<file path="src/hw/rtl/alp_pkg.sv">
// alp_pkg: shared types and codes for the address lease pool.
// Holds request modes, reply codes, FSM states and the controller/datapath links.
// No dependencies.
`timescale 1ns / 1ps

package alp_pkg;

	localparam int ADDR_W    = 32;
	localparam int TIME_W    = 32;
	localparam int LEASE_W   = 31;
	localparam int COUNT_W   = 7;
	localparam int CFG_IDX_W = 1;

	localparam logic [COUNT_W-1:0] COUNT_MAX = 7'd127;

	typedef logic [2:0] mode_t;
	localparam mode_t MODE_ALLOC   = 3'd0;
	localparam mode_t MODE_RENEW   = 3'd1;
	localparam mode_t MODE_RELEASE = 3'd2;
	localparam mode_t MODE_DECLINE = 3'd3;
	localparam mode_t MODE_SWEEP   = 3'd4;

	typedef logic [1:0] reply_t;
	localparam reply_t REPLY_NONE  = 2'd0;
	localparam reply_t REPLY_OFFER = 2'd1;
	localparam reply_t REPLY_ACK   = 2'd2;
	localparam reply_t REPLY_NAK   = 2'd3;

	typedef logic [CFG_IDX_W-1:0] cfg_idx_t;
	localparam cfg_idx_t CFG_BASE_ADDRESS  = 1'b0;
	localparam cfg_idx_t CFG_LEASE_SECONDS = 1'b1;

	typedef enum logic [2:0] {
		ST_CLEAR,
		ST_IDLE,
		ST_DISPATCH,
		ST_SCAN,
		ST_RENEW,
		ST_FINISH
	} state_t;

	// Commands from controller to datapath.
	typedef struct packed {
		logic capture;
		logic clr_step;
		logic scan_start;
		logic scan_step;
		logic lookup;
		logic renew_chk;
		logic entry_write;
		logic set_nak;
		logic out_load;
	} cmd_t;

	// Status from datapath to controller.
	typedef struct packed {
		mode_t mode;
		logic  hit;
		logic  scan_found;
		logic  scan_done;
		logic  clear_last;
		logic  out_free;
	} sts_t;

endpackage

</file>
<file path="src/hw/rtl/alp_ctrl.sv">
// alp_ctrl: request sequencer for the address lease pool.
// Depends on alp_pkg for state, command and status types.
`timescale 1ns / 1ps

module alp_ctrl (
	input  logic          clk,
	input  logic          arst_n,
	input  logic          in_valid,
	output logic          in_ready,
	input  alp_pkg::sts_t sts,
	output alp_pkg::cmd_t cmd
);

	alp_pkg::state_t state_q;
	alp_pkg::state_t state_d;

	always_ff @(posedge clk or negedge arst_n) begin
		if (!arst_n) begin
			state_q <= alp_pkg::ST_CLEAR;
		end else begin
			state_q <= state_d;
		end
	end

	always_comb begin
		state_d = state_q;
		case (state_q)
			alp_pkg::ST_CLEAR: begin
				if (sts.clear_last) state_d = alp_pkg::ST_IDLE;
			end
			alp_pkg::ST_IDLE: begin
				if (in_valid) state_d = alp_pkg::ST_DISPATCH;
			end
			alp_pkg::ST_DISPATCH: begin
				case (sts.mode)
					alp_pkg::MODE_ALLOC,
					alp_pkg::MODE_SWEEP: state_d = alp_pkg::ST_SCAN;
					alp_pkg::MODE_RENEW: begin
						state_d = sts.hit ? alp_pkg::ST_RENEW : alp_pkg::ST_FINISH;
					end
					default: state_d = alp_pkg::ST_FINISH;
				endcase
			end
			alp_pkg::ST_SCAN: begin
				if (sts.scan_found || sts.scan_done) state_d = alp_pkg::ST_FINISH;
			end
			alp_pkg::ST_RENEW: begin
				state_d = alp_pkg::ST_FINISH;
			end
			alp_pkg::ST_FINISH: begin
				if (sts.out_free) state_d = alp_pkg::ST_IDLE;
			end
			default: state_d = alp_pkg::ST_CLEAR;
		endcase
	end

	always_comb begin
		cmd      = '0;
		in_ready = 1'b0;
		case (state_q)
			alp_pkg::ST_CLEAR: cmd.clr_step = 1'b1;
			alp_pkg::ST_IDLE: begin
				in_ready    = 1'b1;
				cmd.capture = in_valid;
			end
			alp_pkg::ST_DISPATCH: begin
				case (sts.mode)
					alp_pkg::MODE_ALLOC,
					alp_pkg::MODE_SWEEP: cmd.scan_start = 1'b1;
					alp_pkg::MODE_RENEW: begin
						cmd.lookup  = sts.hit;
						cmd.set_nak = !sts.hit;
					end
					alp_pkg::MODE_RELEASE,
					alp_pkg::MODE_DECLINE: cmd.entry_write = sts.hit;
					default: cmd = '0;
				endcase
			end
			alp_pkg::ST_SCAN:   cmd.scan_step = 1'b1;
			alp_pkg::ST_RENEW:  cmd.renew_chk = 1'b1;
			alp_pkg::ST_FINISH: cmd.out_load  = sts.out_free;
			default: cmd = '0;
		endcase
	end

endmodule

</file>
<file path="config.mk">
export PLATFORM = sky130hd
export DESIGN_NAME = alp_ctrl
export DESIGN_NICKNAME = d
export VERILOG_FILES = /design/src/hw/rtl/alp_pkg.sv /design/src/hw/rtl/alp_ctrl.sv
export SDC_FILE = /design/constraint.sdc
export NUM_CORES = 1
export LEC_CHECK = 0
export ABC_AREA = 1
export BUFFER_PORTS_ARGS = -buffer_cell sky130_fd_sc_hd__buf_4
export CORE_AREA = 2 2 39 41
export CTS_BUF_LIST = sky130_fd_sc_hd__clkbuf_4 sky130_fd_sc_hd__clkbuf_8
export CTS_CLUSTER_DIAMETER = 200
export DETAILED_ROUTE_END_ITERATION = 8
export DIE_AREA = 0 0 41 43
export HOLD_SLACK_MARGIN = 0.06
export MAX_ROUTING_LAYER = met4
export PLACE_DENSITY = 0.54
export SYNTH_ARGS = -nofsm -noshare
export SYNTH_HDL_FRONTEND = slang
export SYNTH_SLANG_ARGS = --single-unit
</file>
<file path="constraint.sdc">
create_clock -name clk -period 1.5 [get_ports clk]
set_clock_uncertainty 0.15 [all_clocks]
set_input_delay 0.225 -clock clk [delete_from_list [all_inputs] [get_ports clk]]
set_output_delay 0.225 -clock clk [all_outputs]
set_load 0.02 [all_outputs]
</file>
# After elaboration in Yosys (flattened, before gate mapping)
# Index checks and enable logic that the tools add are counted.
# totals
inputBits,11
reg_bits,3
output_inout_bits,10
elab_cells,41
# classes
n_mux,20
n_reduce_logical,7
eq_ne,13
# ops
cell,n
$pmux W3 S6,1
$mux W1,13
$eq A3 B2 Y1 const B,4
$mux W3,4
$eq A3 B3 Y1 const B,3
$ne A2 B2 Y1 const B,4
$eq A3 B1 Y1 const B,2
$logic_not A3 Y1,2
$pmux W3 S2,1
$reduce_and A4 Y1,1
$reduce_or A2 Y1,2
$mux W2,1
$logic_not A1 Y1,1
$logic_or A1 B1 Y1,1

# Logic depth before layout (Yosys ltp)
# Gate-level depths: netlist of the first run.
# depth
ltp_word,4
ltp_mapped,8
mapped_depth_nobuf,8

# Worst setup path after synthesis of the first run
# Ideal clock, no wire load.
# synth_timing
kind,register to output
startpoint,register state_q[2]
endpoint,output port cmd[0] (netlist name)
arrival_time_ps,1231
path_buffers,0
required_ps,1125
path_stages_with_launch,3
slack_ps,-106
path_cell_list,dfrtp_1 > inv_2 > nor4_1
# synth_lines
item,line,rtl
from (decl),alp_ctrl.sv:14,alp_pkg::state_t state_q;
from (signal assigned),alp_ctrl.sv:19,state_q <= alp_pkg::ST_CLEAR;
from (signal assigned),alp_ctrl.sv:21,state_q <= state_d;
to (decl),alp_ctrl.sv:11,output alp_pkg::cmd_t cmd

==> impl_results.md, run 1 <==
- Outcome: finished with violations
- Failing checks: negative setup slack
- Seq/Total Area, Yosys: 23.44%
- Syn_nets: 67
- CTS clk-pin slew, worst paths: 0.04 ns
- Starting Density: 23.15%
- Largest net degree at the start of global routing: 7
- Leakage dissipation: 0.3709 nW
- Layout overhead on the synthesized area: 112.5%
- Share of post-route cells with drive strength above 1: 59.34%
- Ys Warns: 0
- Power Total: 1.191 mW
- Slew at the pin closest to its max-slew limit: 0.1818 ns
- Most used DFF post-synth: dfrtp_1
- Max Clk Rate: 630.4 MHz
- Setup WS post-layout: -0.08630 ns
- Cell Area, Placed: 501.7 sq um
- Final Wtd Congestion: 0.7744
- Critical R2R Launch: state_q[2]
- Largest register FFs: 3
- Die extent in x: 41 microns
- Clk buf depth: 2
- Cts bufs inserted: 3
- Max Slew Vio Count: 0
- Fin crit period: 1.586 ns
- Initial antenna violation count: 0
- Worst rel slew slack: 87.75%
- Post-Syn Instances: 56
- Global-route wire length before repair: 1524 microns
- Avg Cell Area, Syn: 5.720 sq um
- Maximum vdd drop: 620.5 uV
- Drt wl/cell: 9.093 microns
- Ys async rst share: 100.0%
- DRC errors left: 0
- Final setup vio count: 9
- H-tree depth: 1
- Largest cells by area after synthesis: dfrtp_1 (23%), nand2_1 (14%), nor2_1 (12%), inv_1 (9.4%), nand2_2 (5.9%)
- Num Clock Sinks: 3
- Power per cell area: 1749 nW/um^2
- Top Registers: state_q: 3 flops
- Row count: 14
- Area leader, netlist: dfrtp_1
- Netlist cell types: 16
- Final TNS setup: -0.3750 ns
- Nets: 103
- CP endpoint kind: output pin
- Post-synth top area share: 23.44%
- Critical path launch point: state_q[1]
- Core Region: 1384 sq um
- N_diodes: 0
- Synth Register Bits: 3
- Min-delay worst type: in2reg
- Synthesized area: 320.3 sq um
- Initial DRT Pass Iterations: 4
- Worst-path maximum fanout: 4
- Grt total ovfl: 0
- Most common cell in the netlist: nand2_1
- WL final: 973 microns
- Fin. Hold Viols: 0
- RSZ-0062 raised after global routing: true
- CTS tree: done
- CTS Root Cell: clkbuf_4
- Largest reg by FF count: state_q
- Vias: 455
- IO Port Bufs: 20
- DP Worst Slack: 0.1443 ns
- Hold Crit Start: sts[3]
- Hold slack: 0.1129 ns
- Critical Path RT: 1.12 ns
- Antenna viol nets, final: 0
- WS Path Type: reg2out
- Finished Cell Area: 680.7 sq um
- Total track usage: 12.77%
- Commonest cells in the netlist: nand2_1 (12), nor2_1 (10), inv_1 (8)
- Vias in the first global route: 392
- CP Launch Type: register
- Post-synth EDFFs: 0
- Dpl hpwl: 678.9 microns
- Vias per inst: 4.252
- Iter 0 DRT Violations: 12
- Final worst-path cycle share: 105.8%
- Maxcap violations: 0
- Worst Path Arrival: 1.21 ns
- Die span in y: 43 microns
- # IOs: 21
- Die area: 1763 sq um
- Clock Latency Late Sink: 0.23 ns
[metrics by stage]
| step | utilization (%) | std cells |
|---|---|---|
| after CTS | 43.13 | 102 |
| final | 49.19 | 107 |
| after floorplan | - | 56 |
| after global routing | 49.19 | 107 |
| after global placement | 36.26 | 92 |
| after detailed placement | 36.26 | 92 |
[layer usage]
layer / track usage, % / share of wire (%)
met1: 17.42 / 44
met2: 17.19 / 52
met3: 6.283 / 4.2
met4: 2.000 / 0
met5: - / 0
[placed cells by master (no fill, tap or decap)]
cell	Yosys	layout
o21ai_0	2	2
nand2_1	12	11
buf_6	0	5
clkinv_1	1	1
nor3_2	0	1
inv_1	8	7
nand3_1	3	3
inv_2	3	3
nor2_4	1	5
nand2_2	3	2
dfrtp_1	3	1
inv_4	0	1
o21ai_1	2	2
nor2_2	3	2
nand2_4	0	2
nor2_1	10	7
dlygate4sd3_1	0	1
dfrtp_2	0	2
nand4_1	2	2
nor4_2	0	1
nand3_2	1	1
buf_4	0	25
clkbuf_4	0	4
[what timing repair did]
item                                    CTS  global route
setup buffers                             5             5
gates cloned                              0             0
hold endpoints to repair                  3             0
endpoints found under the setup margin    9            12
pin swaps                                 2             4
hold buffers                              1             0
gates resized for setup                   5            14
[final cells by class]
type,instances,area [sq um]
clock buffers,4,30.03
fillers,135,703.2
inverters,12,47.55
multi-input cells,41,251.5
flip-flops and latches,3,77.57
well taps,16,20.02
repair buffers,31,254.0
[cells by family (layout without fill, tap and decap cells)]
logic type	count (synthesis)	in the layout	synth area share, %
and+or+nand+nor	37	37	56.25
buffers and inverters	12	47	14.06
AOI/OAI and AO/OA	4	4	6.250
DFF	3	3	23.44
[path summary, 6_finish.rpt]
check	end	slack (ns)	cells after the start
min in group asynchronous	state_q[1]	0.17	2
hold / removal	state_q[1]	0.11	4
hold reg to reg	state_q[0]	0.43	2
max in group asynchronous	state_q[0]	0.93	2
setup / recovery	cmd[0]	-0.09	3
setup reg to reg	state_q[0]	0.07	9
[worst max-delay path, stage by stage (launching register included)]
cell and delay, ns:
dfrtp_1 0.41, buf_4 0.15, nor4_2 0.24, buf_4 0.17
[where the power goes]
part	switching (mW)	internal (mW)	total [mW]
combinational	0.446	0.400	0.846
clock	0.0427	0.118	0.160
sequential	0.0630	0.121	0.184
total	0.552	0.639	1.19
No activity file was read; power rests on OpenSTA's default activity.
==> inputs of run 2 (changes only) <==
--- a/config.mk
+++ b/config.mk
@@ -5,8 +5,9 @@
 export SDC_FILE = /design/constraint.sdc
 export NUM_CORES = 1
 export LEC_CHECK = 0
-export ABC_AREA = 1
 export BUFFER_PORTS_ARGS = -buffer_cell sky130_fd_sc_hd__buf_4
+export CELL_PAD_IN_SITES_DETAIL_PLACEMENT = 1
+export CELL_PAD_IN_SITES_GLOBAL_PLACEMENT = 1
 export CORE_AREA = 2 2 39 41
 export CTS_BUF_LIST = sky130_fd_sc_hd__clkbuf_4 sky130_fd_sc_hd__clkbuf_8
 export CTS_CLUSTER_DIAMETER = 200
@@ -14,7 +15,7 @@
 export DIE_AREA = 0 0 41 43
 export HOLD_SLACK_MARGIN = 0.06
 export MAX_ROUTING_LAYER = met4
-export PLACE_DENSITY = 0.54
+export PLACE_DENSITY = 0.69
 export SYNTH_ARGS = -nofsm -noshare
 export SYNTH_HDL_FRONTEND = slang
 export SYNTH_SLANG_ARGS = --single-unit
==> impl_results.md, run 2 <==
- Largest net degree at the start of global routing: 11 (was 7)
- Synthesized area: 280.3 sq um (was 320.3 sq um)
- Num Clock Sinks: 3 (unchanged)
- RSZ-0062 raised after global routing: true (unchanged)
- Most common cell after layout, fill and taps aside: buf_4 (unchanged)
- Netlist cell types: 18 (was 16)
- Synth Register Bits: 3 (unchanged)
- DRC errors left: 0 (unchanged)
- Initial antenna violation count: 0 (unchanged)
- Cell family with most CP delay: simple AND/OR/NAND/NOR gates (was flip-flops)
- CP endpoint kind: output pin (unchanged)
- Fin crit period: 1.613 ns (was 1.586 ns)
- Dpl hpwl: 637.9 microns (was 678.9 microns)
- Final Core Density: 42.86% (was 49.19%)
- Commonest non-fill, non-tap cells in the layout: buf_4 (19), buf_6 (7), nor2_1 (4), clkbuf_4 (4), a21oi_1 (3) (was buf_4 (25), nand2_1 (11), inv_1 (7), nor2_1 (7))
- CTS Root Cell: clkbuf_4 (unchanged)
- Global-route wire length before repair: 1442 microns (was 1524 microns)
- Min-delay worst type: in2async (was in2reg)
- Worst Path Arrival: 1.24 ns (was 1.21 ns)
- Fillers: 167 (was 135)
- Seq/Total Area, Yosys: 26.79% (was 23.44%)
- Slew at the pin closest to its max-slew limit: 0.3932 ns (was 0.1818 ns)
- Slowest CP cell: dfrtp_1 (unchanged)
- Max Clk Rate: 619.9 MHz (was 630.4 MHz)
- Initial DRT Pass Iterations: 2 (was 4)
- Max Slew Vio Count: 0 (unchanged)
- Drt wl/cell: 12.89 microns (was 9.093 microns)
- Ys async rst share: 100.0% (unchanged)
- Top Usage Layer GRT: met2 (was met1)
- Die extent in x: 41 microns (unchanged)
- GR Layer Usage met3: 3.665% (was 6.283%)
- Die span in y: 43 microns (unchanged)
- IO Port Bufs: 20 (unchanged)
- CTS tree: done (unchanged)
- Largest reg by FF count: state_q (unchanged)
- Row count: 14 (unchanged)
- Failing checks: negative setup slack (unchanged)
- Post-synth top area share: 26.79% (was 23.44%)
- Final Wtd Congestion: 0.7253 (was 0.7744)
- Syn_nets: 48 (was 67)
- Cell Area, Placed: 456.7 sq um (was 501.7 sq um)
- Total track usage: 11.93% (was 12.77%)
- Vias per inst: 4.512 (was 4.252)
- Setup WS post-layout: -0.1131 ns (was -0.08630 ns)
- Avg Cell Area, Syn: 7.575 sq um (was 5.720 sq um)
- Reg2Reg Depth: 5 (was 9)
- Starting Density: 20.25% (was 23.15%)
- Largest register FFs: 3 (unchanged)
- Final worst-path cycle share: 107.5% (was 105.8%)
- Post-Syn Instances: 37 (was 56)
- Worst-path maximum fanout: 2 (was 4)
- WL final: 1057 microns (was 973 microns)
- N_diodes: 0 (unchanged)
- WS Path Type: reg2out (unchanged)
- # IOs: 21 (unchanged)
- Outcome: finished with violations (unchanged)
- CTS clk-pin slew, worst paths: 0.04 ns (about the same)
- Critical path's largest stage delay: 0.36 ns (was 0.41 ns)
- Met1 Use GR: 13.83% (was 17.42%)
- Final setup vio count: 7 (was 9)
- Finished Cell Area: 593.1 sq um (was 680.7 sq um)
- Worst Path Buf+Inv: 1 (was 2)
- Sequential Area: 77.57 sq um (unchanged)
- Vias in the first global route: 356 (was 392)
- Worst reg2reg setup slack: 0.08 ns (was 0.07 ns)
- Core Region: 1384 sq um (unchanged)
- Maximum vdd drop: 897.2 uV (was 620.5 uV)
- Layout overhead on the synthesized area: 111.6% (was 112.5%)
- Die area: 1763 sq um (unchanged)
- Clock Latency Late Sink: 0.24 ns (was 0.23 ns)
- Iter 0 DRT Violations: 2 (was 12)
- Maxcap violations: 0 (unchanged)
- Critical R2R Launch: state_q[0] (was state_q[2])
- Most used DFF post-synth: dfrtp_1 (unchanged)
- Worst rel slew slack: 73.11% (was 87.75%)
- Cts bufs inserted: 3 (unchanged)
- Critical Path RT: 1.12 ns (about the same)
- Clk buf depth: 2 (unchanged)
- Grt total ovfl: 0 (unchanged)
- Top Registers: state_q: 3 flops (unchanged)
- Largest cells by area after synthesis: dfrtp_1 (27%), nor2_1 (9.4%), nor3b_2 (8.9%), and3_1 (6.7%), nor2b_1 (6.7%) (was dfrtp_1 (23%), nand2_1 (14%), nor2_1 (12%), inv_1 (9.4%), nand2_2 (5.9%))
- Vias: 370 (was 455)
- Ys Warns: 0 (unchanged)
- RR Endpoint: state_q[2] (was state_q[0])
- Share of post-route cells with drive strength above 1: 63.64% (was 59.34%)
- Area leader, netlist: dfrtp_1 (unchanged)
- DP Worst Slack: 0.1382 ns (was 0.1443 ns)
- Met2 Use GR: 18.75% (was 17.19%)
- Nets: 78 (was 103)
- Leakage dissipation: 0.2827 nW (was 0.3709 nW)
- Antenna viol nets, final: 0 (unchanged)
- Most common cell in the netlist: nor2_1 (was nand2_1)
- Power per cell area: 1787 nW/um^2 (was 1749 nW/um^2)
- Area of the multi-input gates: 222.7 sq um (was 251.5 sq um)
- H-tree depth: 1 (unchanged)
- Fin. Hold Viols: 0 (unchanged)
- Post-synth EDFFs: 0 (unchanged)
- CP cell instances: nor2b_2 > nor3b_2 > and3_1 > buf_6 (was buf_4 > nor4_2 > buf_4)
- Hold slack: 0.1642 ns (was 0.1129 ns)
- CP Launch Type: register (unchanged)
## run 2: final cells by class
| cell class | count | area share (%) |
|---|---|---|
| clock buffer | 4 | 5.063 |
| inverter | 3 | 1.899 |
| multi-input combinational | 29 | 37.55 |
| sequential | 3 | 13.08 |
| tap | 16 | 3.376 |
| timing repair buffer | 27 | 39.03 |
## run 2: what timing repair did
item / CTS / global route
gates cloned: 0 / 0
hold buffers: 1 / 0
pin swaps: 0 / 5
buffers inserted: 3 / 1
gates resized for setup: 5 / 14
endpoints found under the hold margin: 3 / 0
endpoints found under the setup margin: 10 / 10
## run 2: metal layers
layer / wire length [microns] / vias to the layer above
met2: 601 / 11
met4: 0 / 0
met1: 394 / 171
met3: 61 / 0
met5: 0 / -
li1: - / 188
## run 2: kinds of logic (layout without fill, tap and decap cells)
group           count (synthesis)  after routing  share of synthesized area (%)
compound gates                  7              7                          17.41
buf+inv                         5             34                          9.373
flops                           3              3                          26.79
mux                             1              1                          3.572
simple gates                   21             21                          42.86
## run 2: per-stage QoR
step	power, mW	TNS, ns	instances
final	1.060	-0.4944	82
after global routing	1.127	-0.9436	82
after CTS	0.9213	-0.6058	81
after detailed placement	0.6735	0	73
after global placement	0.6714	0	73
after floorplan	0.4987	0	37
## run 2: power breakdown
group	switching [mW]	total [mW]	leakage, nW	internal, mW
sequential	0.0779	0.201	0.0341	0.123
combinational	0.324	0.692	0.230	0.369
clock	0.0483	0.166	0.0184	0.118
## run 2: worst reg2reg max path: stages, from the launching register on
cell     delay [ns]
dfrtp_2        0.44
buf_6          0.15
buf_4          0.14
nor3_1         0.15
a21oi_1        0.06
a31o_1         0.22
## run 2: worst max path at each step
stage             end       start  slack, ns  depth (start not counted)
3_3_place_gp   cmd[1]  state_q[2]       0.14                          4
4_1_cts        cmd[8]  state_q[1]      -0.12                          4
5_1_grt        cmd[4]  state_q[2]      -0.16                          4
2_1_floorplan  cmd[8]  state_q[1]       0.04                          3
6_report       cmd[2]  state_q[1]      -0.11                          4
3_5_place_dp   cmd[2]  state_q[1]       0.14                          4
